`src/rtl/rpc_pkg.sv`:
```
// shared constants and types of the rectangular/polar cordic converter
// no dependencies
package rpc_pkg;

	localparam int ITERATIONS_DEF = 16;
	localparam int DATA_WIDTH_DEF = 16;
	// extra fraction bits carried through the rotation
	localparam int GUARD = 16;
	localparam int ATAN_COUNT = 24;
	// angle accumulator width, 32 bits per turn plus headroom
	localparam int ZW = 34;
	// 1/K scaled by 2^32
	localparam logic [31:0] INV_GAIN = 32'd2608131496;
	localparam logic [31:0] HALF_TURN = 32'h8000_0000;

	// atan(2^-i), 2^32 per full turn
	localparam logic [31:0] ATAN_TURN [ATAN_COUNT] = '{
		32'd536870912, 32'd316933406, 32'd167458907, 32'd85004756,
		32'd42667331, 32'd21354465, 32'd10679838, 32'd5340245,
		32'd2670163, 32'd1335087, 32'd667544, 32'd333772,
		32'd166886, 32'd83443, 32'd41722, 32'd20861,
		32'd10430, 32'd5215, 32'd2608, 32'd1304,
		32'd652, 32'd326, 32'd163, 32'd81
	};

	typedef enum logic {
		CMD_TO_POLAR = 1'b0,
		CMD_TO_RECT  = 1'b1
	} cmd_t;

	typedef struct packed {
		logic valid;
		cmd_t cmd;
		logic origin;
	} rpc_ctl_t;

endpackage

```
`src/rtl/rpc_post.sv`:
```
// output stage: gain removal, rounding, saturation and result select
// depends on rpc_pkg
module rpc_post #(
	parameter int DATA_WIDTH = rpc_pkg::DATA_WIDTH_DEF,
	localparam int XW = DATA_WIDTH + rpc_pkg::GUARD + 3
) (
	input  logic clk,
	input  logic arst_n,
	input  rpc_pkg::rpc_ctl_t ctl,
	input  logic signed [XW-1:0] x,
	input  logic signed [XW-1:0] y,
	input  logic signed [rpc_pkg::ZW-1:0] z,
	input  logic signed [DATA_WIDTH-1:0] echo_a,
	input  logic signed [DATA_WIDTH-1:0] echo_b,
	output logic done,
	output logic signed [DATA_WIDTH-1:0] real_out,
	output logic signed [DATA_WIDTH-1:0] imag_out,
	output logic signed [DATA_WIDTH:0] magnitude_out,
	output logic signed [DATA_WIDTH-1:0] angle_out
);

	localparam int SH = 32 - DATA_WIDTH;
	localparam int RW = DATA_WIDTH + 3;
	localparam logic [32:0] ANG_RND = (33'(1) << SH) >> 1;
	localparam logic signed [XW-1:0] HALF = XW'(1) <<< (rpc_pkg::GUARD - 1);
	localparam logic [63:0] MAG_RND = 64'(1) << (rpc_pkg::GUARD - 1);
	localparam logic signed [RW-1:0] SAT_HI = $signed({4'b0000, {(DATA_WIDTH-1){1'b1}}});
	localparam logic signed [RW-1:0] SAT_LO = $signed({4'b1111, {(DATA_WIDTH-1){1'b0}}});

	rpc_pkg::rpc_ctl_t ctl_s1, ctl_s2;
	logic [63:0] a64, phi_s1, plo_s1, t_sum, t_rnd;
	logic signed [XW-1:0] xh, yh;
	logic signed [RW-1:0] xr_s1, yr_s1;
	logic [32:0] z_rnd;
	logic [DATA_WIDTH-1:0] ang_s1;
	logic signed [DATA_WIDTH-1:0] echo_a_s1, echo_b_s1;
	logic signed [DATA_WIDTH-1:0] real_s2, imag_s2, angle_s2;
	logic signed [DATA_WIDTH:0] mag_s2;

	function automatic logic signed [DATA_WIDTH-1:0] sat(input logic signed [RW-1:0] v);
		logic signed [DATA_WIDTH-1:0] r;
		if (v > SAT_HI) begin
			r = SAT_HI[DATA_WIDTH-1:0];
		end else if (v < SAT_LO) begin
			r = SAT_LO[DATA_WIDTH-1:0];
		end else begin
			r = v[DATA_WIDTH-1:0];
		end
		return r;
	endfunction

	// only a positive x contributes to the magnitude
	assign a64   = (!x[XW-1] && (x != '0)) ? {{(64-XW){1'b0}}, x} : '0;
	assign xh    = x + HALF;
	assign yh    = y + HALF;
	assign z_rnd = {1'b0, z[31:0]} + ANG_RND;

	always_ff @(posedge clk or negedge arst_n) begin
		if (!arst_n) begin
			ctl_s1 <= '0;
			ctl_s2 <= '0;
		end else begin
			ctl_s1 <= ctl;
			ctl_s2 <= ctl_s1;
		end
	end

	// split product keeps each multiplier at 32 by 32
	always_ff @(posedge clk) begin
		phi_s1    <= 64'(a64[63:32]) * 64'(rpc_pkg::INV_GAIN);
		plo_s1    <= 64'(a64[31:0]) * 64'(rpc_pkg::INV_GAIN);
		xr_s1     <= xh[XW-1:rpc_pkg::GUARD];
		yr_s1     <= yh[XW-1:rpc_pkg::GUARD];
		ang_s1    <= z_rnd[31 -: DATA_WIDTH];
		echo_a_s1 <= echo_a;
		echo_b_s1 <= echo_b;
	end

	assign t_sum = phi_s1 + (plo_s1 >> 32);
	assign t_rnd = t_sum + MAG_RND;

	always_ff @(posedge clk) begin
		unique case (ctl_s1.cmd)
			rpc_pkg::CMD_TO_POLAR: begin
				real_s2  <= echo_a_s1;
				imag_s2  <= echo_b_s1;
				mag_s2   <= ctl_s1.origin ? '0 : $signed(t_rnd[rpc_pkg::GUARD +: DATA_WIDTH+1]);
				angle_s2 <= ctl_s1.origin ? '0 : $signed(ang_s1);
			end
			rpc_pkg::CMD_TO_RECT: begin
				real_s2  <= sat(xr_s1);
				imag_s2  <= sat(yr_s1);
				mag_s2   <= (DATA_WIDTH+1)'(echo_a_s1);
				angle_s2 <= echo_b_s1;
			end
		endcase
	end

	assign done          = ctl_s2.valid;
	assign real_out      = real_s2;
	assign imag_out      = imag_s2;
	assign magnitude_out = mag_s2;
	assign angle_out     = angle_s2;

endmodule

```
`config.mk`:
```
export PLATFORM = sky130hd
export DESIGN_NAME = rpc_post
export DESIGN_NICKNAME = d
export VERILOG_FILES = /design/src/rtl/rpc_pkg.sv /design/src/rtl/rpc_post.sv
export SDC_FILE = /design/constraint.sdc
export NUM_CORES = 2
export LEC_CHECK = 0
export BUFFER_PORTS_ARGS = -buffer_cell sky130_fd_sc_hd__buf_2
export CORE_AREA = 2 2 302 304
export DETAILED_ROUTE_END_ITERATION = 6
export DIE_AREA = 0 0 304 306
export PLACE_DENSITY = 0.47
export SLEW_MARGIN = 20
export SYNTH_ARGS = -nofsm -noshare
export SYNTH_HDL_FRONTEND = slang
export SYNTH_SLANG_ARGS = --single-unit
```
`constraint.sdc`:
```
create_clock -name clk -period 3.18 [get_ports clk]
set_input_delay 0.159 -clock clk [delete_from_list [all_inputs] [get_ports clk]]
set_output_delay 0.159 -clock clk [all_outputs]
set_load 0.05 [all_outputs]
```
# Word-level counts from Yosys, hierarchy flattened
# Cells that the tools add are included.
# word_totals
reg_bits	246
inputBits	141
word_cells	41
# op_classes
add_sub_neg	5
mul	2
magnitude_cmp	4
n_mux	11
bitwise	1
reduce_logical	3
# ops
cell	n
$pmux W16 S2	3
$mux W16	5
$add A35 B17 Y35 const B	2
$mul A32 B29 Y61 const B	1
$gt A19 B16 Y1 const B	2
$lt A19 B16 Y1 const B	2
$mux W35	1
$reduce_bool A35 Y1	1
$pmux W17 S2	1
$add A33 B16 Y33 const B	1
$add A33 B32 Y33	1
$add A32 B16 Y32 const B	1
$mul A3 B29 Y30 const B	1
$mux W17	1
$logic_and A1 B1 Y1	1
$logic_not A1 Y1	1
$not A1 Y1	1

# Depth between registers and ports, before layout
# depth
ltp_word	4
mapped_depth	33

# Least setup slack after synthesis
# No wires, ideal clock.
# synth_path
path_kind	input to register
startpoint	input port x[3]
endpoint	register plo_s1[58]
setup_time_ps	123
arrival_time_ps	7554
slack_ps	-4497
path_stages	30
path_cell_list	buf_6 > or4_4 > nor3_2 > a31oi_2 > buf_6 > clkbuf_1 > nand2_1 > inv_1 > ha_1 > inv_1 > fa_1 > fa_1 > fa_1 > inv_1 > fa_1 > fa_1 > fa_1 > inv_1 > fa_1 > inv_1 > ha_1 > a21oi_1 > o21ai_0 > a22o_1 > a2bb2oi_2 > a21oi_2 > nor2_4 > a21oi_1 > o21ai_1 > xor2_1
# synth_between
elab_chain_cells	4
# synth_lines
item	line_no	source
start, declared	rpc_post.sv:10	input logic signed [XW-1:0] x,
$reduce_bool A35 Y1	rpc_post.sv:53	assign a64 = (!x[XW-1] && (x != '0)) ? {{(64-XW){1'b0}}, x} : '0;
$logic_and A1 B1 Y1	rpc_post.sv:53	
$mux W35 *	rpc_post.sv:53	
$mul A32 B29 Y61 *	rpc_post.sv:71	plo_s1 <= 64'(a64[31:0]) * 64'(rpc_pkg::INV_GAIN);
end signal, assigned	rpc_post.sv:71	
end, declared	rpc_post.sv:31	logic [63:0] a64, phi_s1, plo_s1, t_sum, t_rnd;
# Mark *: on every way between the ends. The rest lies on a longest branch, timed or not.

# Worst setup path after layout
# layout_path
startpoint	input port x[3]
endpoint	register plo_s1[63]
# The elaborated chain is that of the path after synthesis.

==> metrics.md <==
| Metric | Value |
|---|---|
| Status | finished with violations |
| Failing checks | negative setup slack |
| Global Route met2 Usage | 29.75% |
| Post-layout instance count excluding filler cells | 4604 |
| Drt drc | 0 |
| Slowest CP cell | fa_1 |
| Die W | 304 um |
| Final Skew | 0.01184 ns |
| Final Util | roughly 40% |
| CP Class | in -> reg |
| CTS buffer count | 24 |
| Met3 usage | 1.673% |
| WHS | approximately 0.013 ns |
| Hold Crit Class | in -> reg |
| WP buf/inv | 9 |
| Fin worst setup slack | -4.027 ns |
| Max-cap violations | 0 |
| Family with the most delay on the worst path | adder cells |
| Vias | 20250 |
| Max-slew headroom | 33.05% |
| Number of diodes | 0 |
| Worst-path clk slew | 0.06 ns |
| Net total in the final layout | approximately 4400 |
| Total grt overflow | 0 |
| Syn Area/Cell | about 10 um^2 |
| Hpwl dp | 73470 um |
| Critical Path RT | 3.57 ns |
| Hold Violations, Final | 0 |
| Ys Warns | 0 |
| Area Growth Syn to Fin | 34.67% |
| Die Ht | 306 um |
| CTS tree | yes |
| Initial Util | 29.87% |
| Unique masters post-synth | 80 |
| Antenna violations before repair | 1 |
| First-pass GRT wire length | approximately 130000 um |
| Crit. End Element | flip-flop |
| CTS root buffer | clkbuf_16 |
| Die area | 0.09302 mm^2 |
| Setup Viol. Count Final | 29 |
| Gate count after technology mapping | about 2700 |
| GR Util All Layers | 17.87% |
| Clk buf depth | 3 |
| Met1 Use GR | 25.64% |
| Routability cong. | 0.9217 |
| Synthesized flop and latch total | 214 |
| Initial detailed-routing violation count | 1111 |
| Slowest Stage Delay on Critical Path | 0.57 ns |
| Main synth FF type | dfxtp_1 |
| Final Slew Violations | 0 |
| CTS HTree Levels | 1 |
| Worst-Margin Slew | 1.001 ns |
| Crit share post-route | 226.6% |
| Final WL | 82890 um |
| Commonest non-fill, non-tap cell in the layout | inv_1 |
| Tmin final | 7.207 ns |
| Fmax | 0.1387 GHz |
| Pin count of the biggest net entering global routing | 38 |
| RSZ-0062 raised after global routing | yes |
| Row count | 110 |
| Detail Route Antenna Nets | 0 |
| Async SR Flop Fraction | 1.869% |
| Number of synthesized flops with an enable pin | 0 |
| Syn Std Cell Area | 0.02676 mm^2 |
| Routed wire per std cell | 18.00 um |
| Crit path DAT | 7.60 ns |
| Clock latency on the worst-skew pair | between 0.5 and 0.6 ns |
| Commonest cells after routing, fill and taps aside | inv_1, buf_4, fa_1 |
| Placed cells | 4413 |
| Global routing's busiest layer | met2 |
| CP most frequent cell | fa_1 |
| Number of global-route vias before repair | roughly 22000 |
| CP max FO | 5 |
| Vias/cell | 4.397 |
| Register area share after synthesis | 16.08% |
| Buffers on Ports | 174 |
| Type of origin of the critical path | input pin |
| I/O Pins | 207 |
| Fraction of layout cells with a size suffix above 1 | 28.65% |
| Dpl ws | -4.863 ns |
| Core area | 0.08960 mm^2 |
| DRT Pass-1 Iters | 6 |
| Clk sinks | about 210 |
| Fillers | slightly below 9000 |
## routing by layer
metal / wire, um / up-vias
met5: 0 / -
met4: 1311 / 0
met3: 3045 / 69
met2: 38990 / 364
met1: 39540 / 9960
li1: - / 9852
## worst reg2reg max path, stage by stage, from the launching register on
cell and delay [ns]:
dfxtp_1 0.30, ha_1 0.33, ha_1 0.31, nand4_1 0.11, a211o_1 0.27, a21bo_2 0.24, a21oi_1 0.33, nor3_2 0.14
o211ai_2 0.26, nand2_1 0.08, a222oi_1 0.26, o21ai_0 0.12
## flip-flops by register name, summed over array words and instances (netlist names)
signal and cells:
imag_out 16, echo_b_s1 16, real_out 16, angle_out 16
done 1, ctl_s1 3, echo_a_s1 16, xr_s1 19
ang_s1 16, yr_s1 19, magnitude_out 17, plo_s1 29
phi_s1 30
## cells in the mapped netlist, types with 10 or more instances
master    instances  area (um^2)
o22ai_1          30        187.7
inv_1           742         2785
o21ai_0          54        270.3
nand3_1          46        230.2
xor2_1           46        402.9
and2_1           15        93.84
nand2_1         122        457.9
and3_1           19        118.9
a31oi_1          11        68.82
a211oi_1         11        82.58
nor3_1           16        80.08
a21oi_1          73        365.4
ha_1            422         5280
dfxtp_1         210         4204
nand4_1          30        187.7
xnor2_1          70        613.1
nor4_1           10        62.56
a22o_1           27        236.5
a21o_1           33        247.7
clkbuf_1         24        90.09
fa_1            456         9129
nor2_1           77        289.0
## metrics by stage
| stage | TNS (ns) | instance area (um^2) |
|---|---|---|
| final | -113.15 | 36040 |
| after global routing | -118.95 | 36040 |
| after CTS | -113.63 | 35390 |
| after detailed placement | -136.61 | 32790 |
| after global placement | -139.92 | 32790 |
| after floorplan | -109.31 | 27500 |
## cell type report
class                      count  area (um^2)  area share [%]
multi-input combinational   1689        20970           58.18
timing repair buffer         740         5664           15.72
sequential                   214         4305           11.95
inverter                     742         2830           7.853
tap                         1176         1471           4.083
clock buffer                  39        748.2           2.076
clock inverter                 4        51.30          0.1423
## path summary, 6_finish.rpt
check | startpoint | slack [ns] | cells past startpoint | endpoint
min reg2reg | ctl_s1[2] | 0.36 | 0 | done
max in group asynchronous | arst_n | 2.41 | 3 | ctl_s1[1]
max reg2reg | phi_s1[10] | 0.29 | 11 | magnitude_out[16]
max | x[3] | -4.03 | 31 | plo_s1[63]
min in group asynchronous | arst_n | 0.58 | 3 | done
min | z[15] | 0.01 | 3 | ang_s1[2]
## kinds of logic (layout without fill, tap and decap cells)
logic type,after synthesis,in the layout,synth area share [%]
multiplexers,3,3,0.1216
AO/OA/AOI/OAI,313,313,8.079
adder cells (fa/ha/maj),878,878,53.84
AND/OR/NAND/NOR,373,373,6.737
XOR/XNOR,116,116,3.797
flip-flops,214,214,16.08
other,2,6,0.02806
buffers and inverters,787,1525,11.31
## repair_timing
action                                 4_1_cts  5_1_grt
hold buffers                                91        0
gates resized for setup                    148       92
setup buffers                               31       28
endpoints found under the hold margin       74        0
gates cloned                                 1        0
pin swaps                                   79       70
setup endpoints to repair                   29       32
Power is left out: the tool's default activity adds up to more than one toggle a clock period on the data nets, which glitch-free logic cannot reach.
