==> src/rtl/rpc_pkg.sv <==
// shared constants and types of the rectangular/polar cordic converter
// no dependencies
package rpc_pkg;

	localparam int ITERATIONS_DEF = 16;
	localparam int DATA_WIDTH_DEF = 16;
	// extra fraction bits carried through the rotation
	localparam int GUARD = 16;
	localparam int ATAN_COUNT = 24;
	// angle accumulator width, 32 bits per turn plus headroom
	localparam int ZW = 34;
	// 1/K scaled by 2^32
	localparam logic [31:0] INV_GAIN = 32'd2608131496;
	localparam logic [31:0] HALF_TURN = 32'h8000_0000;

	// atan(2^-i), 2^32 per full turn
	localparam logic [31:0] ATAN_TURN [ATAN_COUNT] = '{
		32'd536870912, 32'd316933406, 32'd167458907, 32'd85004756,
		32'd42667331, 32'd21354465, 32'd10679838, 32'd5340245,
		32'd2670163, 32'd1335087, 32'd667544, 32'd333772,
		32'd166886, 32'd83443, 32'd41722, 32'd20861,
		32'd10430, 32'd5215, 32'd2608, 32'd1304,
		32'd652, 32'd326, 32'd163, 32'd81
	};

	typedef enum logic {
		CMD_TO_POLAR = 1'b0,
		CMD_TO_RECT  = 1'b1
	} cmd_t;

	typedef struct packed {
		logic valid;
		cmd_t cmd;
		logic origin;
	} rpc_ctl_t;

endpackage

==> src/rtl/rpc_cell.sv <==
// one cordic micro-rotation stage, a cell of the rotation chain
// depends on rpc_pkg
module rpc_cell #(
	parameter int DATA_WIDTH = rpc_pkg::DATA_WIDTH_DEF,
	parameter int IDX = 0,
	localparam int XW = DATA_WIDTH + rpc_pkg::GUARD + 3
) (
	input  logic clk,
	input  logic arst_n,
	input  rpc_pkg::rpc_ctl_t ctl,
	input  logic signed [XW-1:0] x,
	input  logic signed [XW-1:0] y,
	input  logic signed [rpc_pkg::ZW-1:0] z,
	input  logic signed [DATA_WIDTH-1:0] echo_a,
	input  logic signed [DATA_WIDTH-1:0] echo_b,
	output rpc_pkg::rpc_ctl_t ctl_q,
	output logic signed [XW-1:0] x_q,
	output logic signed [XW-1:0] y_q,
	output logic signed [rpc_pkg::ZW-1:0] z_q,
	output logic signed [DATA_WIDTH-1:0] echo_a_q,
	output logic signed [DATA_WIDTH-1:0] echo_b_q
);

	logic signed [XW-1:0] dx, dy, x_nxt, y_nxt;
	logic signed [rpc_pkg::ZW-1:0] da, z_nxt;

	assign dx = x >>> IDX;
	assign dy = y >>> IDX;
	assign da = $signed({{(rpc_pkg::ZW-32){1'b0}}, rpc_pkg::ATAN_TURN[IDX]});

	// vectoring drives y to zero, rotation drives z to zero
	always_comb begin
		x_nxt = x;
		y_nxt = y;
		z_nxt = z;
		unique case (ctl.cmd)
			rpc_pkg::CMD_TO_POLAR: begin
				if (!y[XW-1]) begin
					x_nxt = x + dy;
					y_nxt = y - dx;
					z_nxt = z + da;
				end else begin
					x_nxt = x - dy;
					y_nxt = y + dx;
					z_nxt = z - da;
				end
			end
			rpc_pkg::CMD_TO_RECT: begin
				if (!z[rpc_pkg::ZW-1]) begin
					x_nxt = x - dy;
					y_nxt = y + dx;
					z_nxt = z - da;
				end else begin
					x_nxt = x + dy;
					y_nxt = y - dx;
					z_nxt = z + da;
				end
			end
		endcase
	end

	always_ff @(posedge clk or negedge arst_n) begin
		if (!arst_n) begin
			ctl_q <= '0;
		end else begin
			ctl_q <= ctl;
		end
	end

	always_ff @(posedge clk) begin
		x_q      <= x_nxt;
		y_q      <= y_nxt;
		z_q      <= z_nxt;
		echo_a_q <= echo_a;
		echo_b_q <= echo_b;
	end

endmodule

==> config.mk <==
export PLATFORM = sky130hd
export DESIGN_NAME = rpc_cell
export DESIGN_NICKNAME = d
export VERILOG_FILES = /design/src/rtl/rpc_pkg.sv /design/src/rtl/rpc_cell.sv
export SDC_FILE = /design/constraint.sdc
export NUM_CORES = 1
export LEC_CHECK = 0
export BUFFER_PORTS_ARGS = -buffer_cell sky130_fd_sc_hd__buf_2
export CAP_MARGIN = 20
export CELL_PAD_IN_SITES_DETAIL_PLACEMENT = 1
export CELL_PAD_IN_SITES_GLOBAL_PLACEMENT = 2
export CORE_ASPECT_RATIO = 0.7
export CORE_MARGIN = 5
export CORE_UTILIZATION = 30
export CTS_BUF_LIST = sky130_fd_sc_hd__clkbuf_16
export DETAILED_ROUTE_END_ITERATION = 8
export GPL_TIMING_DRIVEN = 1
export PLACE_DENSITY_LB_ADDON = 0.1
export SLEW_MARGIN = 5
export SYNTH_ARGS = -nofsm -noshare
export SYNTH_HDL_FRONTEND = slang
export SYNTH_SLANG_ARGS = --single-unit
==> constraint.sdc <==
create_clock -name clk -period 0.9 [get_ports clk]
set_clock_uncertainty 0.15 [all_clocks]
set_input_delay 0.18 -clock clk [delete_from_list [all_inputs] [get_ports clk]]
set_output_delay 0.18 -clock clk [all_outputs]
set_load 0.03 [all_outputs]
[Word-level counts from Yosys, hierarchy flattened]
Index checks and enable logic that the tools add are counted.
Word-level totals
  input bits: 141
  output and inout bits: 139
  register bits: 139
Cells by class
  add/sub/neg operators: 5
  muxes and demuxes: 9
  bitwise logic cells: 1
Operators by type and width (number)
  2-to-1 mux 35 bit: 4
  one-hot mux 35 bit (2 select lines): 2
  subtractor 35 bit: 2
  2-to-1 mux 34 bit: 2
  one-hot mux 34 bit (2 select lines): 1
  adder 35 bit: 1
  adder 34 x 31 -> 34 bit, second input constant: 1
  subtractor 34 x 31 -> 34 bit, second input constant: 1
  NOT 1 bit: 1

[Logic depth before layout (Yosys ltp)]
Gate-level depths: netlist (run 1).
  word-level depth: 3
  gate-level depth with buffers: 12
  gate-level depth less buffers: 12

[Worst setup path after synthesis (run 1)]
No wires, ideal clock.
  kind: in2reg
  start: input port y[0]
  end: register y_q[34]
  setup slack: -1.738 ns
  path buffers: 0
  stages: 12
  arrival: 2.360 ns
  required time: 0.623 ns
  cells stage by stage: ha_1 > inv_1 > fa_1 > o21ba_1 > nor4_2 > o31ai_4 > o211ai_2 > a21o_1 > a21oi_1 > o31ai_1 > a21oi_1 > xor2_1
Between the ends
  cells in the longest elaborated chain, start to end: 3
  elaborated cells on any way between the ends: 5
RTL lines
  start: declaration: RTL line rpc_cell.sv:12  | input logic signed [XW-1:0] y,
  adder 35 bit or subtractor 35 bit (tied branches)
  2-to-1 mux 35 bit (on tied branches): RTL line rpc_cell.sv:49, rpc_cell.sv:38
  one-hot mux 35 bit (2 select lines) (*): RTL line rpc_cell.sv:36  | unique case (ctl.cmd)
  net y_nxt[34]: RTL line rpc_cell.sv:24  | logic signed [XW-1:0] dx, dy, x_nxt, y_nxt;
  end signal: assignment: RTL line rpc_cell.sv:72  | y_q <= y_nxt;
  end: declaration: RTL line rpc_cell.sv:18  | output logic signed [XW-1:0] y_q,
The timed path passes the listed nets; every way through them passes the cells marked *.

[Worst setup path after layout (run 1)]
  start: input port y[1]
  end: register x_q[33]
Between the ends
  cells in the longest elaborated chain, start to end: 3
  elaborated cells on any way between the ends: 5
RTL lines
  subtractor 35 bit or adder 35 bit (tied branches)
  2-to-1 mux 35 bit (on tied branches): RTL line rpc_cell.sv:49, rpc_cell.sv:38
  one-hot mux 35 bit (2 select lines) (*): RTL line rpc_cell.sv:36
  net x_nxt[33]: RTL line rpc_cell.sv:24
  end signal: assignment: RTL line rpc_cell.sv:71  | x_q <= x_nxt;
  end: declaration: RTL line rpc_cell.sv:17  | output logic signed [XW-1:0] x_q,
Marks and branches as above.

==> metrics.cfg, run 1 <==
[floorplanning]
rows=53
top_level_ports=280
die_w_um=217
start_util_pct=30.2
dieArea_sq_mm=0.0337
die_h_um=155
core_sq_mm=0.0298

[critical_path]
crit_path_max_fanout=3
start_kind=input pin
crit_arrival_ps=2880
cpMaxStageDelayCell=ha_4
slowest_delay_ps=280
cp.required_ps=1120
endpoint_kind=register
critPathKind=input pin to register
path_cells=buf_8, clkinvlp_4, buf_4, buf_6, ha_4, buf_6, nor2b_4, o2111ai_2, a31oi_1, buf_4, o21ai_4, nand4_1, a31oi_2, buf_6, o31a_1, o211ai_1, xnor2_1
crit_top_cell=buf_6

[synth]
ys_ff_latch=138
synthesis.nets=1329
avgSynthCellArea_sq_um=8.36
netlist_instances=1079
ys_seq_area_share_pct=30.8
synth_top_area_cell=dfxtp_1
synth.distinct_cells=83
synth_async_sr_flop_share_pct=2.17
synth_top_area_share_pct=30.0
synth_ff_type=dfxtp_1
yosysWarnings=0
syn-cell-area_sq_mm=0.00902
synth_most_common_cell=dfxtp_1
netlist_top_cells_area=dfxtp_1, ha_1, a21oi_1, xnor2_1, inv_1
yosys-top-cells-count=dfxtp_1, a21oi_1, inv_1
synth_edf_count=0

[route]
drtIter0Drc=701
drtAntennaViolNets=0
wl_mm=49.6
vias=11100
firstDrtPassIters=5
post_drt_via_cell_ratio=4.97
post-route-drc-count=0
avgRoutedWirePerCell_um=22.1

[finish]
layout-drive-gt1-share_pct=62.4
design_area_sq_mm=0.0184
final_cells=2238
fill_cells=3312
area_growth_pct=104
fin_nets=2089
final_core_util_pct=61.7

[clock_network]
clk_path_buf_depth=2
cts_sinks=138
cts_tree=built
clock-root-buffer=clkbuf_16
cts_hold_buf=67
cts_buffers=17
htreeDepth=4
path_clk_slew_ps=80

[global_route]
overflow=0
grt_pass1_vias=12200
grt_usage_pct=27.4
grt_pass1_wl_mm=72.0
grt_max_degree=18
antenna_found_initial=2

[place]
portBuffers=279
placed_cells=2070
dpl_cell_area_sq_mm=0.0140
pre_cts_slack_ps=-2220
dp_hpwl_mm=33.4
gp_congestion=0.891

[timing]
hold_viol=4
fmax_mhz=377
holdWs_ps=-81.8
fin_crit_sh_pct=295
rsz0062_at_grt=true
setup_viol=210
setup_slack_ps=-1750
relSlewSlack_pct=58.2
tightest_slew_ps=620
maxSlewViolCount=0
finalCriticalPeriod_ps=2650

[worst_hold_path]
hold_depth=3
min_path_type=input pin to register

[power_and_ir_drop]
p_leak_nw=8.62
ir_drop_mv=1.43
p_per_area_mw_per_mm2=1630
finalPower_w=0.0300

[run_status]
status=finished, violations left
failed_checks=negative hold slack, negative setup slack

[run]
cap_violations=0

-- per-stage QoR --
stage	setup TNS, ps	hold WS [ps]
after floorplan	-82540	-266
after global placement	-118970	-174
after detailed placement	-121840	-171
after CTS	-130500	-114
after global routing	-146480	-87.9
final	-140920	-81.8
-- cells in the final DEF (no fill, tap or decap), types with 36 or more instances in the layout --
cell type	count
a21oi_1	75
a21oi_2	40
buf_2	126
buf_4	384
buf_6	195
dfxtp_2	132
dlygate4sd3_1	67
ha_1	86
inv_1	95
nand2_1	36
nor2_1	61
o21ai_0	38
xnor2_1	40
-- timing repair --
item / CTS / global route
cloned: 2 / 1
endpoints found under the hold margin: 72 / 4
resized for setup: 643 / 118
setup buffers: 53 / 35
endpoints found under the setup margin: 210 / 213
pin swaps: 138 / 107
-- power breakdown --
| part | total [W] | switching [W] | internal, W |
|---|---|---|---|
| logic | 0.0147 | 0.00773 | 0.00698 |
| registers | 0.00790 | 0.000578 | 0.00732 |
| clock network | 0.00739 | 0.00347 | 0.00392 |
| total | 0.0300 | 0.0118 | 0.0182 |
-- routing by layer --
layer / wire length (um) / global-route usage [%]
met1: 22000 / 35.9
met2: 24400 / 47.1
met3: 2520 / 5.82
met4: 646 / 5.50
met5: 19 / 0
-- final timing paths --
path	from	end
hold / removal	x[0]	x_q[0]
max in group asynchronous	arst_n	ctl_q[2]
min in group asynchronous	arst_n	ctl_q[0]
setup / recovery	y[1]	x_q[33]
-- cells by family after synthesis --
family                     synth area share (%)
AOI/OAI and AO/OA                          25.7
and+or+nand+nor                            12.7
buffers and inverters                      7.48
DFF                                        30.8
adders and majority gates                  15.4
xor gates and xnor gates                   6.80
muxes                                      1.11
-- state kept, by name, summed over array words and instances, names as in the netlist --
signal    flops
z_q          34
x_q          35
echo_b_q     16
echo_a_q     16
y_q          34
ctl_q         3
-- critical path, delay by kind of cell --
kind | cells | cell delay, ps
compound gates | 6 | 1110
buf+inv | 7 | 860
fa+ha+maj | 1 | 280
simple gates | 2 | 240
xor+xnor | 1 | 210
-- final cells by class --
cell class / count / area, sq um / area share [%]
Multi-Input combinational cell: 773 / 7160 / 38.9
Timing Repair Buffer: 791 / 6760 / 36.7
Sequential cell: 138 / 2950 / 16.0
Inverter: 118 / 489 / 2.66
Tap cell: 385 / 482 / 2.61
Clock buffer: 17 / 425 / 2.31
Clock inverter: 15 / 156 / 0.849
Antenna cell: 1 / 2.50 / 0.0136
Power figures use the tool's default switching activity.
==> run 2: changes to the inputs <==
--- a/config.mk
+++ b/config.mk
@@ -15,7 +15,7 @@
 export CTS_BUF_LIST = sky130_fd_sc_hd__clkbuf_16
 export DETAILED_ROUTE_END_ITERATION = 8
 export GPL_TIMING_DRIVEN = 1
-export PLACE_DENSITY_LB_ADDON = 0.1
+export PLACE_DENSITY = 0.9
 export SLEW_MARGIN = 5
 export SYNTH_ARGS = -nofsm -noshare
 export SYNTH_HDL_FRONTEND = slang
==> constraint.sdc (replaced) <==
create_clock -name clk -period 0.9 [get_ports clk]
set_clock_uncertainty 0.15 [all_clocks]
set_input_delay 0.045 -clock clk [delete_from_list [all_inputs] [get_ports clk]]
set_output_delay 0.045 -clock clk [all_outputs]
set_load 0.03 [all_outputs]
==> run 2 against run 1 <==
Compared with the run above:
- the flow still finishes with violations (negative hold slack, negative setup slack)
- die area stayed put
- clock power is 5.3% higher
- critical path depth is 2 lower
- total power is 7.9% higher
- final cell count is 0.18% higher
- via count is 22% higher
- clock-buffer cell count stayed put
- sequential power is 3.5% higher
- cell area is 1.5% higher
- first-iteration DRC count is 110% higher
- global-route usage is 5.6 points higher
- fmax is 13% lower
- critical path type unchanged
- critical endpoint is now x_q[29]
- largest power group unchanged
- highest routed layer unchanged
==> metrics.cfg, run 2 (synthesized netlist as in run 1, its figures left out) <==
[floorplanning]
rows=53
die_w_um=217
core_sq_mm=0.0298
top_level_ports=280
start_util_pct=30.2
dieArea_sq_mm=0.0337
die_h_um=155

[finish]
seq_area_sq_mm=0.00296
area_growth_pct=107
largest_reg_flops=35
multi_input_area_sq_mm=0.00737
final_cells=2242
layout-drive-gt1-share_pct=63.6
regMostFlops=x_q
final_common_cell=buf_4
final_cell_mix=buf_4, buf_6, dfxtp_2
fill_cells=3214
top_regs=x_q: 35 flops, y_q: 34 flops, z_q: 34 flops
fin_nets=2089

[critical_path]
cpMaxStageDelayCell=a2111oi_4
critPathKind=input pin to register
crit_path_max_fanout=6
start_kind=input pin
crit_arrival_ps=3260
cp.required_ps=1120
endpoint_kind=register
path_cells=buf_8, inv_4, ha_4, buf_6, buf_4, buf_4, nand3_1, a2111oi_4, a2111oi_4, o21ai_4, buf_6, a31oi_4, o211a_1, a21oi_2, xor2_1
slowest_delay_ps=740

[route]
drtIter0Drc=1489
wl_mm=73.5
met3_length_mm=8.40
drtAntennaViolNets=0
avgRoutedWirePerCell_um=32.8
post-route-drc-count=0
firstDrtPassIters=9
top_layer=met5
post_drt_via_cell_ratio=6.06
wl_met1_mm=25.3
dr_wl_met2_mm=32.6
vias=13600

[clock_network]
htreeDepth=4
clock-root-buffer=clkbuf_16
path_clk_slew_ps=80
cts_buffers=17
cts_tree=built
clk_path_buf_depth=2
cts_sinks=138

[power_and_ir_drop]
finalPower_w=0.0324
ir_drop_mv=1.58
p_leak_nw=8.70
p_per_area_mw_per_mm2=1730

[timing]
finalCriticalPeriod_ps=3040
setup_viol=212
fmax_mhz=329
hold_viol=9
holdWs_ps=-122
maxSlewViolCount=0
relSlewSlack_pct=51.6
tightest_slew_ps=726
fin_crit_sh_pct=338
rsz0062_at_grt=true
setup_slack_ps=-2140

[worst_hold_path]
min_path_type=input pin to register
hold_depth=4

[place]
dp_hpwl_mm=34.5
placed_cells=2055
portBuffers=279
gp_congestion=0.956
pre_cts_slack_ps=-2180

[global_route]
grt_pass1_wl_mm=85.3
overflow=0
grt_usage_pct=33.1
grt_max_degree=17
grt_pass1_vias=13600
antenna_found_initial=6

[run]
cap_violations=0

[run_status]
status=finished, violations left
failed_checks=negative hold slack, negative setup slack

[run 2: worst paths after layout]
| kind | start | endpoint | slack [ps] |
|---|---|---|---|
| max | y[7] | x_q[29] | -2140 |
| min | z[31] | z_q[31] | -120 |
| max in group asynchronous | arst_n | ctl_q[0] | -200 |
| min in group asynchronous | arst_n | ctl_q[1] | 640 |
[run 2: per-layer routing]
layer,global-route usage [%],up-vias
li1,-,5275
met4,18.3,8
met5,0,-
met1,37.3,6505
met2,57.2,1260
met3,8.58,539
[run 2: power by group]
group	switching (W)	internal, W
sequential	0.000828	0.00735
combinational	0.00924	0.00716
clock	0.00381	0.00397
[run 2: what timing repair did]
item	in CTS	in global routing
setup endpoints to repair	208	211
buffers inserted	44	54
hold endpoints to repair	89	13
hold buffers	70	3
resized for setup	696	158
pin swaps	146	125
gates cloned	1	0
[run 2: stage by stage]
step | setup TNS [ps] | hold WS (ps) | cell area [sq um] | utilization, %
after CTS | -103270 | -164 | 17600 | 59.1
after detailed placement | -115460 | -306 | 13800 | 46.3
after floorplan | -72910 | -401 | 9480 | -
after global routing | -133180 | -119 | 18700 | 62.7
final | -131890 | -122 | 18700 | 62.7
after global placement | -110750 | -310 | 13800 | 46.3
[run 2: cell type report]
cell class	instances	share of cell area, %
flip-flops and latches	138	15.8
well taps	385	2.58
diodes	5	0.0669
clock buffers	17	2.27
repair buffers	790	36.3
clock inverters	15	0.897
multi-input cells	774	39.4
inverters	118	2.56
[run 2: worst max-delay path: cells and delay by family]
kind / cells / cell delay, ps
AO/OA/AOI/OAI: 6 / 1630
buffers and inverters: 6 / 630
AND/OR/NAND/NOR: 1 / 430
adder cells (fa/ha/maj): 1 / 320
XOR/XNOR: 1 / 190
