$ cat src/rtl/rpc_pkg.sv
// shared constants and types of the rectangular/polar cordic converter
// no dependencies
package rpc_pkg;

	localparam int ITERATIONS_DEF = 16;
	localparam int DATA_WIDTH_DEF = 16;
	// extra fraction bits carried through the rotation
	localparam int GUARD = 16;
	localparam int ATAN_COUNT = 24;
	// angle accumulator width, 32 bits per turn plus headroom
	localparam int ZW = 34;
	// 1/K scaled by 2^32
	localparam logic [31:0] INV_GAIN = 32'd2608131496;
	localparam logic [31:0] HALF_TURN = 32'h8000_0000;

	// atan(2^-i), 2^32 per full turn
	localparam logic [31:0] ATAN_TURN [ATAN_COUNT] = '{
		32'd536870912, 32'd316933406, 32'd167458907, 32'd85004756,
		32'd42667331, 32'd21354465, 32'd10679838, 32'd5340245,
		32'd2670163, 32'd1335087, 32'd667544, 32'd333772,
		32'd166886, 32'd83443, 32'd41722, 32'd20861,
		32'd10430, 32'd5215, 32'd2608, 32'd1304,
		32'd652, 32'd326, 32'd163, 32'd81
	};

	typedef enum logic {
		CMD_TO_POLAR = 1'b0,
		CMD_TO_RECT  = 1'b1
	} cmd_t;

	typedef struct packed {
		logic valid;
		cmd_t cmd;
		logic origin;
	} rpc_ctl_t;

endpackage

$ cat src/rtl/rpc_pre.sv
// input conditioning: half-plane fold, gain prescale of the radius
// depends on rpc_pkg
module rpc_pre #(
	parameter int DATA_WIDTH = rpc_pkg::DATA_WIDTH_DEF,
	localparam int XW = DATA_WIDTH + rpc_pkg::GUARD + 3
) (
	input  logic clk,
	input  logic arst_n,
	input  logic accept,
	input  logic command,
	input  logic signed [DATA_WIDTH-1:0] real_in,
	input  logic signed [DATA_WIDTH-1:0] imag_in,
	input  logic signed [DATA_WIDTH-1:0] magnitude_in,
	input  logic signed [DATA_WIDTH-1:0] angle_in,
	output rpc_pkg::rpc_ctl_t ctl_s2,
	output logic signed [XW-1:0] x_s2,
	output logic signed [XW-1:0] y_s2,
	output logic signed [rpc_pkg::ZW-1:0] z_s2,
	output logic signed [DATA_WIDTH-1:0] echo_a_s2,
	output logic signed [DATA_WIDTH-1:0] echo_b_s2
);

	localparam int SH = 32 - DATA_WIDTH;
	localparam int PW = DATA_WIDTH + 32;
	localparam logic [PW-1:0] PROD_RND = PW'(1) << (31 - rpc_pkg::GUARD);

	// stage 1
	rpc_pkg::rpc_ctl_t ctl_d, ctl_s1;
	logic signed [XW-1:0] re_x, im_x, x_d, y_d, x_s1, y_s1;
	logic signed [rpc_pkg::ZW-1:0] z_d, z_s1;
	logic [31:0] z32, zf;
	logic fold;
	logic signed [DATA_WIDTH:0] r_ext, r_fold, r_abs;
	logic [DATA_WIDTH-1:0] ar_s1;
	logic rneg_s1;
	logic signed [DATA_WIDTH-1:0] echo_a_s1, echo_b_s1;

	// stage 2
	logic [PW-1:0] prod, prod_r;
	logic signed [XW-1:0] s_x;

	always_comb begin
		ctl_d.valid  = accept;
		ctl_d.cmd    = rpc_pkg::cmd_t'(command);
		ctl_d.origin = (ctl_d.cmd == rpc_pkg::CMD_TO_POLAR) && (real_in == '0) && (imag_in == '0);

		// left half plane is turned by pi before vectoring
		re_x = XW'(real_in) <<< rpc_pkg::GUARD;
		im_x = XW'(imag_in) <<< rpc_pkg::GUARD;

		// second and third quadrant angles fold by pi with the radius negated
		z32    = 32'(angle_in) << SH;
		fold   = (z32[31:30] == 2'b01) || (z32[31:30] == 2'b10);
		zf     = fold ? (z32 - rpc_pkg::HALF_TURN) : z32;
		r_ext  = (DATA_WIDTH+1)'(magnitude_in);
		r_fold = fold ? -r_ext : r_ext;
		r_abs  = r_fold[DATA_WIDTH] ? -r_fold : r_fold;

		if (ctl_d.cmd == rpc_pkg::CMD_TO_POLAR) begin
			x_d = real_in[DATA_WIDTH-1] ? -re_x : re_x;
			y_d = real_in[DATA_WIDTH-1] ? -im_x : im_x;
			z_d = real_in[DATA_WIDTH-1] ?
				$signed({{(rpc_pkg::ZW-32){1'b0}}, rpc_pkg::HALF_TURN}) : '0;
		end else begin
			x_d = '0;
			y_d = '0;
			z_d = rpc_pkg::ZW'($signed(zf));
		end
	end

	always_ff @(posedge clk or negedge arst_n) begin
		if (!arst_n) begin
			ctl_s1 <= '0;
			ctl_s2 <= '0;
		end else begin
			ctl_s1 <= ctl_d;
			ctl_s2 <= ctl_s1;
		end
	end

	always_ff @(posedge clk) begin
		x_s1      <= x_d;
		y_s1      <= y_d;
		z_s1      <= z_d;
		ar_s1     <= r_abs[DATA_WIDTH-1:0];
		rneg_s1   <= r_fold[DATA_WIDTH];
		echo_a_s1 <= (ctl_d.cmd == rpc_pkg::CMD_TO_RECT) ? magnitude_in : real_in;
		echo_b_s1 <= (ctl_d.cmd == rpc_pkg::CMD_TO_RECT) ? angle_in : imag_in;
	end

	// radius times 1/K, rounded to GUARD fraction bits
	assign prod   = PW'(ar_s1) * PW'(rpc_pkg::INV_GAIN);
	assign prod_r = prod + PROD_RND;
	assign s_x    = $signed(XW'(prod_r[PW-1:32-rpc_pkg::GUARD]));

	always_ff @(posedge clk) begin
		if (ctl_s1.cmd == rpc_pkg::CMD_TO_RECT) begin
			x_s2 <= rneg_s1 ? -s_x : s_x;
			y_s2 <= '0;
		end else begin
			x_s2 <= x_s1;
			y_s2 <= y_s1;
		end
		z_s2      <= z_s1;
		echo_a_s2 <= echo_a_s1;
		echo_b_s2 <= echo_b_s1;
	end

endmodule

$ cat config.mk
export PLATFORM = sky130hd
export DESIGN_NAME = rpc_pre
export DESIGN_NICKNAME = d
export VERILOG_FILES = /design/src/rtl/rpc_pkg.sv /design/src/rtl/rpc_pre.sv
export SDC_FILE = /design/constraint.sdc
export NUM_CORES = 1
export LEC_CHECK = 0
export BUFFER_PORTS_ARGS = -buffer_cell sky130_fd_sc_hd__buf_4
export CELL_PAD_IN_SITES_DETAIL_PLACEMENT = 1
export CELL_PAD_IN_SITES_GLOBAL_PLACEMENT = 2
export CORE_MARGIN = 3
export CORE_UTILIZATION = 38
export CTS_CLUSTER_SIZE = 12
export DETAILED_ROUTE_END_ITERATION = 16
export PLACE_DENSITY_LB_ADDON = 0.2
export RECOVER_POWER = 50
export SETUP_SLACK_MARGIN = 0.2
export SLEW_MARGIN = 20
export SYNTH_ARGS = -nofsm -noshare
export SYNTH_HDL_FRONTEND = slang
export SYNTH_SLANG_ARGS = --single-unit
$ cat constraint.sdc
create_clock -name clk -period 11.05 [get_ports clk]
set_input_delay 0 -clock clk [delete_from_list [all_inputs] [get_ports clk]]
set_output_delay 0 -clock clk [all_outputs]
set_load 0.05 [all_outputs]
After elaboration in Yosys (flattened, before gate mapping)

Index checks and enable logic that the tools add are counted.

Bitwise operators: 2
Equal/unequal tests: 2
Muxes and demuxes: 11
Reduce and logical (&&, ||, !) cells: 6
Add/sub/neg operators: 7
Multiply operators: 1

Operators by type and width:

| kind                   | number |
|---|---|
| $mux 35                | 3 |
| $neg 32->35            | 3 |
| $mux 32                | 2 |
| $add 48x16->48 const B | 1 |
| $mux 16                | 3 |
| $mul 16x29->45 const B | 1 |
| $mux 34                | 1 |
| $logic_not 16->1       | 2 |
| $sub 32x32->32 const B | 1 |
| $mux 31                | 1 |
| $mux 17                | 1 |
| $neg 16->17            | 1 |
| $neg 16->16            | 1 |
| $eq 2x1->1 const B     | 1 |
| $eq 2x2->1 const B     | 1 |
| $logic_and 1x1->1      | 2 |
| $not 1->1              | 2 |
| $reduce_or 2->1        | 1 |
| $logic_or 1x1->1       | 1 |

Word-level logic and storage cells: 49
Bits of input ports: 68
Output and inout port bits: 139
Flip-flop bits (word level): 295

Depth between registers and ports, before layout

Gate-level depths: netlist of the first run.

Depth in word-level cells: 5
Gate-level depth with buffers: 30
Gate-level depth less buffers: 29

Least setup slack after synthesis of the first run

No wires, ideal clock.

Kind: reg2reg
Start point: register ar_s1[5]
End point: register x_s2[31]
Cell stages (with the launch flop): 28
Library setup time: 0.063 ns
Path slack: 3.320 ns
Buffers on the path: 1
Required time: 10.987 ns
Period minus slack after synthesis: 7.730 ns
Arrival time: 7.667 ns
Cell sequence: dfxtp_1 > inv_1 > ha_1 > inv_1 > fa_1 > inv_1 > fa_1 > inv_1 > fa_1 > inv_1 > fa_1 > fa_1 > inv_1 > ha_1 > buf_2 > a21oi_1 > o21ai_1 > a31o_1 > o21bai_1 > a221oi_4 > or4b_1 > or3_4 > nor4_1 > xnor2_1 > and3_1 > nand4b_2 > or4_1 > nand3_1

Word-level cells in the longest chain between the ends: 5

RTL lines:

| what                     | RTL line       | RTL |
|---|---|---|
| start: declaration       | rpc_pre.sv:34  | `logic [DATA_WIDTH-1:0] ar_s1;` |
| start signal: assignment | rpc_pre.sv:85  | `ar_s1 <= r_abs[DATA_WIDTH-1:0];` |
| $mul 16x29->45 (*)       | rpc_pre.sv:92  | `assign prod = PW'(ar_s1) * PW'(rpc_pkg::INV_GAIN);` |
| $add 48x16->48 (*)       | rpc_pre.sv:93  | `assign prod_r = prod + PROD_RND;` |
| $neg 32->35              | rpc_pre.sv:98  | `x_s2 <= rneg_s1 ? -s_x : s_x;` |
| $mux 35 (*)              | rpc_pre.sv:98  |  |
| $mux 35 (*)              | rpc_pre.sv:97  | `if (ctl_s1.cmd == rpc_pkg::CMD_TO_RECT) begin` |
| end signal: assignment   | rpc_pre.sv:98  |  |
| end signal: assignment   | rpc_pre.sv:101 | `x_s2 <= x_s1;` |
| end: declaration         | rpc_pre.sv:16  | `output logic signed [XW-1:0] x_s2,` |

Mark *: on every way between the ends. The rest lies on a longest branch, timed or not.
A chain may end at the register's enable or synchronous reset.

Worst setup path after layout of the first run

Start point: register ar_s1[5]
End point: register x_s2[32]

Word-level cells in the longest chain between the ends: 5

RTL lines:

| what           | RTL line |
|---|---|
| $mul 16x29->45 | rpc_pre.sv:92 |
| $add 48x16->48 | rpc_pre.sv:93 |
| $neg 32->35    | rpc_pre.sv:98 |
| $mux 35        | rpc_pre.sv:98 |
| $mux 35        | rpc_pre.sv:97 |

No other way between the ends.

==> metrics.cfg, run 1 <==
[cells_and_area]
final_cell_count_no_fill=2773
final.fill_count=5336
multiInputGateArea_sq_mm=0.01229
syn_to_final_growth_pct=17.74
finalCoreUtilization_pct=45.44
register_area_sq_mm=0.004294
final_layout_size_suffix_gt1_share_pct=11.96
nets=2557

[sta]
report.final.slew_viol_count=125
hold-worst-slack_ns=0.1540
final_hold_viol_count=0
clock_skew_ns=0.02184
setup-tns-final_ns=0
layout_worst_path_cycle_share_pct=85.01
worstMarginPinSlew_ns=3.963
timing.fmax_mhz=106.5
timing.final.crit_period_ns=9.394
grt_setup_unrepaired=false
slew_headroom_pct=-164.2
setup_viol=0

[setup_path]
worstSetupStartpointType=register
number_of_cells_on_the_worst_reg_to_reg_path=25
critical_path.max_fanout=10
critPathCaptureType=register
path_common_cell=inv_1
crit-reg2reg-launch=ar_s1[5]
reg2reg_slack_ns=1.66
critical_path_required_ns=11.39
crit_type=register to register
r2r-end=x_s2[32]
crit_path_max_incr_delay_ns=0.82
critPathSlowestCell=a211oi_1
arrival_ns=9.73

[worst_hold_path]
worstHoldStart=accept
worst_hold_path.endpoint=ctl_s1[2]
hp-class=input pin to register
holdPathStages=2

[placed_design]
i_o_buffers=174
dp.cells=2644
globalplace.congestion=0.9981
post-dp-hpwl_um=49060

[floorplanning]
die_y_um=223.7
dieArea_sq_mm=0.05003
floorplan.rows=79
core_area_sq_mm=0.04665
ios=207
die_width_um=223.7
initial_utilization_pct=38.59

[synth]
syn_area_sq_mm=0.01800
yosys.cell_count.top_type=inv_1
syn_avg_cell_area_sq_um=9.407
synth_top_cell_area_share_pct=23.02
seq_total_area_yosys_pct=23.85
synth.largest_area_cell=dfxtp_1
synth.lib_cells_used.distinct=106
synth.cells.most_frequent=inv_1 (279), dfxtp_1 (207), fa_1 (173), ha_1 (165), nor2_1 (113)
total_of_flip_flops_plus_latches_after_synthesis=213
synth_cells=1914
total_number_of_yosys_warnings=0
most_common_flop_cell_mapped_by_yosys=dfxtp_1
yosys-top-cells-area=dfxtp_1 (23%), fa_1 (19%), ha_1 (11%)
async_flop_share_pct=2.817
synth-edff-count=0

[clock_network]
cts-hold-fix-buffers=88
cts_sinks=213
number_of_clock_buffers_inserted_by_tritoncts=24
setup_bufs_post_cts=0
cts_resized=0
clk_pin_slew_ns=0.06
htreeDepth=1
clock_root_buffer=clkbuf_16
cts-root-to-sink-buffers=3
insertion_delay_ns=0.55
cts_tree=built

[global_routing]
wire_length_of_the_first_global_routing_pass_um=93940
grt_remaining_overflow=0
antenna_found_initial=1
grt.total_usage_pct=24.07
first_global_vias=16160
grt_start_max_net_pins=85

[flow_run]
timing.max_cap.violations=2

[route]
dr.first_iter.drc_count=556
detailedRoute.firstPassIterationCount=5
drt-vias-per-instance=5.266
total_via_count_after_detailed_routing=14600
routed_wirelength_um=60190
postRouteAntennaNets=0
drt-wirelength-per-cell_um=21.71
drcViolationCount=0

[run_status]
violations=capacitance limit, slew limit
run_status=finished with violations

cells by family (layout without fill, tap and decap cells):
kind of cell             after synthesis  count (layout)  synth area share [%]
AO/OA/AOI/OAI                        320             320                 12.63
AND/OR/NAND/NOR                      504             504                 15.30
XOR/XNOR                             127             127                 6.254
adder cells (fa/ha/maj)              338             338                 30.70
multiplexers                          43              43                 2.613
buffers and inverters                368             585                 8.638
flip-flops                           213             213                 23.85
other                                  1              36               0.02083
critical path: cells and delay by family, from the launching register on:
| family | cells | cell delay (ns) |
|---|---|---|
| buffers and inverters | 6 | 0.49 |
| flip-flops | 1 | 0.77 |
| AND/OR/NAND/NOR | 5 | 1.43 |
| adder cells (fa/ha/maj) | 7 | 3.50 |
| AO/OA/AOI/OAI | 7 | 2.97 |
per-stage QoR:
stage | cell area, sq um | setup slack, ns
finish | 21200 | 1.656
global route | 21200 | 0.9239
CTS | 21350 | 1.706
detailed placement | 19720 | 1.770
global placement | 19720 | 1.905
floorplan | 18130 | 3.320
state kept, by name (all words and copies together), names as in the netlist:
signal,count
x_s2,35
x_s1,19
y_s1,19
y_s2,19
z_s1,17
z_s2,17
ar_s1,16
echo_a_s1,16
echo_a_s2,16
echo_b_s1,16
echo_b_s2,16
ctl_s1,3
ctl_s2,3
rneg_s1,1
layout make-up:
cell class / count / area share [%]
multi-input cells: 1367 / 57.98
flip-flops and latches: 213 / 20.26
repair buffers: 265 / 9.662
inverters: 280 / 4.958
well taps: 607 / 3.583
clock buffers: 33 / 3.228
clock inverters: 7 / 0.3246
diodes: 1 / 0.01180
routing by layer:
layer  vias to the layer above  part of all wire (%)  global-route usage (%)
met5                         -                     0                       0
met4                         0                   2.2                   5.510
met3                        72                   6.8                   6.408
met2                       340                    48                   41.72
met1                      7336                    43                   30.09
li1                       6855                     -                       -
how the worst max path moves through the flow:
stage,startpoint,endpoint,slack [ns]
2_1_floorplan,ar_s1[5],x_s2[31],3.32
3_3_place_gp,ar_s1[5],x_s2[34],1.91
3_5_place_dp,ar_s1[5],x_s2[32],1.77
4_1_cts,ar_s1[5],x_s2[32],1.71
5_1_grt,ar_s1[5],x_s2[34],0.92
6_report,ar_s1[5],x_s2[32],1.66
placed cells by master, fill, tap and decap left out, types with 12 or more instances in the layout:
cell	synthesis	final
nand4_1	27	27
and2_1	33	24
or3_1	15	15
nor2_1	113	113
ha_1	165	165
xor2_1	57	56
a211oi_1	13	13
a21o_1	14	14
a31oi_1	12	12
nor2b_1	25	25
dlygate4sd3_1	0	88
inv_1	279	279
o211ai_1	18	18
o31ai_1	16	16
and3_1	15	15
clkbuf_16	0	24
or2_2	13	13
nor3_1	48	48
nand3_1	32	32
and4_1	13	13
buf_4	37	133
dfxtp_1	207	207
mux2_2	32	32
clkbuf_1	25	47
o21ai_0	57	57
a21oi_1	72	72
nand2_1	94	94
nand2b_1	19	19
fa_1	173	173
xnor2_1	69	69
nor4_1	13	13
conb_1	1	35
o21a_1	12	12
Power of run 1 is not shown: default switching activity piles up to over one toggle a cycle in this logic, so the estimate is an artifact.
==> inputs of run 2 (changes only) <==
--- a/config.mk
+++ b/config.mk
@@ -13,7 +13,6 @@
 export CTS_CLUSTER_SIZE = 12
 export DETAILED_ROUTE_END_ITERATION = 16
 export PLACE_DENSITY_LB_ADDON = 0.2
-export RECOVER_POWER = 50
 export SETUP_SLACK_MARGIN = 0.2
 export SLEW_MARGIN = 20
 export SYNTH_ARGS = -nofsm -noshare
==> run 2 against run 1 <==
Compared with the run above: the flow now finishes without violations; count of clock-buffer cells in the layout stayed put; first-iteration DRC count is 15% higher; final cell count stayed put; register-to-register slack better by 0.06 ns; non-clock buffer count stayed put; worst setup slack better by 0.057 ns; largest cell class unchanged; critical path depth is 2 higher; final area is 0.76% higher; die area stayed put; global-route usage stayed put; maximum frequency is 0.61% higher; routed wire length hardly changed.
==> metrics.cfg, run 2 (synthesis results as in run 1) <==
[run_status]
run_status=finished clean

[worst_hold_path]
hp-class=input pin to register
worst_hold_path.endpoint=ctl_s1[1]
holdPathStages=1
worstHoldStart=command

[clock_network]
cts_sinks=213
number_of_clock_buffers_inserted_by_tritoncts=24
insertion_delay_ns=0.55
clk_pin_slew_ns=0.07
cts-root-to-sink-buffers=3
htreeDepth=1
clock_root_buffer=clkbuf_16
cts_tree=built
setup_bufs_post_cts=0

[setup_path]
arrival_ns=9.73
crit_type=register to register
critPathCaptureType=register
reg2reg_slack_ns=1.71
crit-reg2reg-launch=ar_s1[5]
critical_path.max_fanout=8
critical_path_required_ns=11.45
worstSetupStartpointType=register
cp-startpoint=ar_s1[5]
number_of_cells_on_the_worst_reg_to_reg_path=27
r2r-end=x_s2[32]

[sta]
slew_headroom_pct=31.84
layout_worst_path_cycle_share_pct=84.49
final_hold_viol_count=0
clock_skew_ns=0.02198
timing.fmax_mhz=107.1
hold-worst-slack_ns=0.06351
setup-tns-final_ns=0
setup_viol=0
report.final.slew_viol_count=0
worstMarginPinSlew_ns=1.016
timing.final.crit_period_ns=9.336
grt_setup_unrepaired=false

[route]
drt-wirelength-per-cell_um=21.71
postRouteAntennaNets=0
total_via_count_after_detailed_routing=14630
detailedRoute.firstPassIterationCount=4
dr.first_iter.drc_count=641
drcViolationCount=0
drt-vias-per-instance=5.274
routed_wirelength_um=60200

[cells_and_area]
largest_register=x_s2
fin_area_sq_mm=0.02136
layout.cells.most_common_list=inv_1 (279), dfxtp_1 (207), buf_4 (177), fa_1 (173), ha_1 (165)
final_layout_size_suffix_gt1_share_pct=13.95
mostFrequentLayoutCell=inv_1
multiInputGateArea_sq_mm=0.01229
nets=2557
syn_to_final_growth_pct=18.64
final_cell_count_no_fill=2773
final.fill_count=5313
max_reg_flops=35
register_area_sq_mm=0.004294

[floorplanning]
die_y_um=223.7
ios=207
core_area_sq_mm=0.04665
initial_utilization_pct=38.59
die_width_um=223.7
dieArea_sq_mm=0.05003
floorplan.rows=79

[placed_design]
dp.cells=2644
post-dp-hpwl_um=49060
globalplace.congestion=0.9981
placed_cell_area_sq_mm=0.01972
i_o_buffers=174

[global_routing]
grt.total_usage_pct=24.07
antenna_found_initial=1
grt_start_max_net_pins=85
wire_length_of_the_first_global_routing_pass_um=93940
grt_remaining_overflow=0
first_global_vias=16160

[flow_run]
timing.max_cap.violations=0

run 2: how the worst max path moves through the flow:
stage                    end  slack, ns  depth (start not counted)
floorplan           x_s2[31]       3.32                         27
global placement    x_s2[34]       1.91                         27
detailed placement  x_s2[32]       1.77                         27
CTS                 x_s2[32]       1.71                         27
global route        x_s2[34]        1.0                         27
finish              x_s2[32]       1.71                         27
run 2: final cells by class:
type	instances	area share [%]
tap	607	3.556
sequential	213	20.10
inverter	280	4.920
clock inverter	7	0.3222
multi-input combinational	1367	57.54
timing repair buffer	265	10.34
antenna	1	0.01172
clock buffer	33	3.204
run 2: timing repair:
item,in CTS,in global routing
hold buffers,88,0
resized for setup,0,0
hold endpoints to repair,108,0
run 2: metal layers:
metal  vias up  share of wire [%]  track usage (%)
met5         -                  0                0
li1       6858                  -                -
met4         0                2.3            5.510
met1      7361                 43            30.09
met2       330                 48            41.72
met3        77                6.9            6.408
run 2: stage by stage:
| stage | utilization [%] | setup slack [ns] |
|---|---|---|
| global route | 45.78 | 0.9980 |
| floorplan | - | 3.320 |
| detailed placement | 42.26 | 1.770 |
| global placement | 42.26 | 1.905 |
| finish | 45.78 | 1.714 |
| CTS | 45.76 | 1.706 |
run 2: worst max-delay path, stage by stage (launching register included):
cell	delay [ns]
dfxtp_1	0.77
inv_1	0.11
ha_1	0.36
inv_1	0.16
fa_1	0.56
fa_1	0.54
inv_1	0.06
fa_1	0.46
fa_1	0.55
inv_1	0.06
fa_1	0.47
ha_1	0.49
and4_1	0.32
o21ai_0	0.18
o211ai_1	0.27
and2_1	0.20
ha_1	0.22
nand2_1	0.08
mux2i_1	0.40
nand3_1	0.23
or2_1	0.35
nor4_2	0.43
nand4_1	0.15
a21o_1	0.31
a2111oi_4	0.53
nand3_1	0.27
o31ai_1	0.46
o21ai_0	0.16
Power of run 2 is left out for the same reason.
==> inputs of run 3 (changes only) <==
==> constraint.sdc (replaced) <==
create_clock -name clk -period 9.4 [get_ports clk]
set_input_delay 0 -clock clk [delete_from_list [all_inputs] [get_ports clk]]
set_output_delay 0 -clock clk [all_outputs]
set_load 0.05 [all_outputs]
==> run 3 against run 2 <==
Compared with the run above: final cell count up 0.79%; via count is 0.85% higher; first-iteration DRC count increased by 3.4%; largest cell class unchanged; global-route usage grew 0.057 points.
==> metrics.cfg, run 3 (synthesis results as in run 1) <==
[run_status]
run_status=finished clean

[floorplanning]
die_width_um=223.7
initial_utilization_pct=38.59
floorplan.rows=79
dieArea_sq_mm=0.05003
ios=207
core_area_sq_mm=0.04665
die_y_um=223.7

[global_routing]
wire_length_of_the_first_global_routing_pass_um=94120
grt_remaining_overflow=0
grt.total_usage_pct=24.12
first_global_vias=16110
antenna_found_initial=2
grt_start_max_net_pins=57

[clock_network]
cts_sinks=213
htreeDepth=1
cts-root-to-sink-buffers=3
clock_root_buffer=clkbuf_16
insertion_delay_ns=0.55
clk_pin_slew_ns=0.06
cts_tree=built
number_of_clock_buffers_inserted_by_tritoncts=24

[setup_path]
critical_path.max_fanout=12
worstSetupStartpointType=register
crit_type=register to register
arrival_ns=9.26
critPathCaptureType=register
critical_path_required_ns=9.88

[cells_and_area]
nets=2581
final_cell_count_no_fill=2795
largest_register=x_s2
final_layout_size_suffix_gt1_share_pct=14.85
max_reg_flops=35
antenna-diode-count=0
layout.cells.most_common_list=inv_1 (279), dfxtp_1 (202), buf_4 (187), fa_1 (173), ha_1 (164)
mostFrequentLayoutCell=inv_1
syn_to_final_growth_pct=20.48

[route]
detailedRoute.firstPassIterationCount=7
drt-wirelength-per-cell_um=21.60
drt-vias-per-instance=5.277
postRouteAntennaNets=0
dr.first_iter.drc_count=663
total_via_count_after_detailed_routing=14750
routed_wirelength_um=60380
drcViolationCount=0

[placed_design]
i_o_buffers=174
dp.cells=2653
post-dp-hpwl_um=48710
globalplace.congestion=0.9605

[flow_run]
timing.max_cap.violations=0

[worst_hold_path]
hp-class=input pin to register

[sta]
report.final.slew_viol_count=0
timing.fmax_mhz=114.0
worstMarginPinSlew_ns=1.046
setup_viol=0
timing.final.crit_period_ns=8.771
slew_headroom_pct=30.22
final_hold_viol_count=0
layout_worst_path_cycle_share_pct=93.31
clock_skew_ns=0.03398
grt_setup_unrepaired=false
setup-tns-final_ns=0

## run 3: cell count changes in the layout (fill, tap and decap cells not counted), moves of 2 or more
cell / change
dlygate4sd3_1: +14
buf_4: +10
dfxtp_1: -5
dfxtp_2: +5
bufinv_16: +3
clkinvlp_4: -2
nor4_4: +2
## run 3: metrics by stage
step           area [sq um]  hold slack, ns  util, %  setup WS [ns]
6_report              21690         0.09951    46.49         0.6285
5_1_grt               21690          0.1061    46.49         0.2223
4_1_cts               21620         0.06915    46.34         0.2626
3_5_place_dp          19780         -0.1892    42.41         0.3161
3_3_place_gp          19780         -0.1893    42.41         0.4894
2_1_floorplan         18130         -0.2956        -          1.670
## run 3: repair_timing
item,CTS,global route
gates resized for setup,0,16
setup endpoints to repair,0,18
setup buffers,0,1
hold buffers,102,0
hold endpoints to repair,108,0
## run 3: layout make-up
class                           instances  area [sq um]
Clock buffer                           31         666.9
Clock inverter                          8         146.4
Fill cell                            5309         24960
Inverter                              280          1051
Multi-Input combinational cell       1367         12340
Sequential cell                       213          4300
Tap cell                              607         759.5
Timing Repair Buffer                  289          2425
## run 3: worst paths after layout
path | start | to | slack (ns) | cells after the start
setup / recovery | ar_s1[6] | x_s2[31] | 0.63 | 24
hold / removal | accept | ctl_s1[2] | 0.1 | 2
setup reg to reg | ar_s1[6] | x_s2[31] | 0.63 | 24
hold reg to reg | echo_a_s1[1] | echo_a_s2[1] | 0.33 | 0
max in group asynchronous | arst_n | ctl_s2[0] | 8.77 | 3
min in group asynchronous | arst_n | ctl_s1[2] | 0.40 | 3
## run 3: critical path: stages (launching register included)
cell	delay, ns
dfxtp_1	0.57
ha_1	0.45
fa_1	0.64
inv_1	0.09
fa_1	0.55
inv_1	0.06
fa_1	0.47
fa_1	0.55
inv_1	0.05
fa_1	0.52
inv_1	0.04
ha_1	0.46
a21oi_1	0.26
o21ai_1	0.15
a31o_1	0.29
o21bai_1	0.27
a221oi_4	0.57
or4b_1	0.56
or3_4	0.47
nor4_1	0.34
xnor2_1	0.22
and3_1	0.32
nand4b_2	0.18
or4_1	0.51
nand3_1	0.10
## run 3: layer usage
| layer | vias up | wire [um] | global-route usage (%) |
|---|---|---|---|
| met5 | - | 13 | 0 |
| met4 | 2 | 1741 | 6.376 |
| met3 | 88 | 3402 | 5.373 |
| met2 | 311 | 29080 | 41.83 |
| met1 | 7439 | 26140 | 30.47 |
| li1 | 6910 | - | - |
Power of run 3 is left out for the same reason.
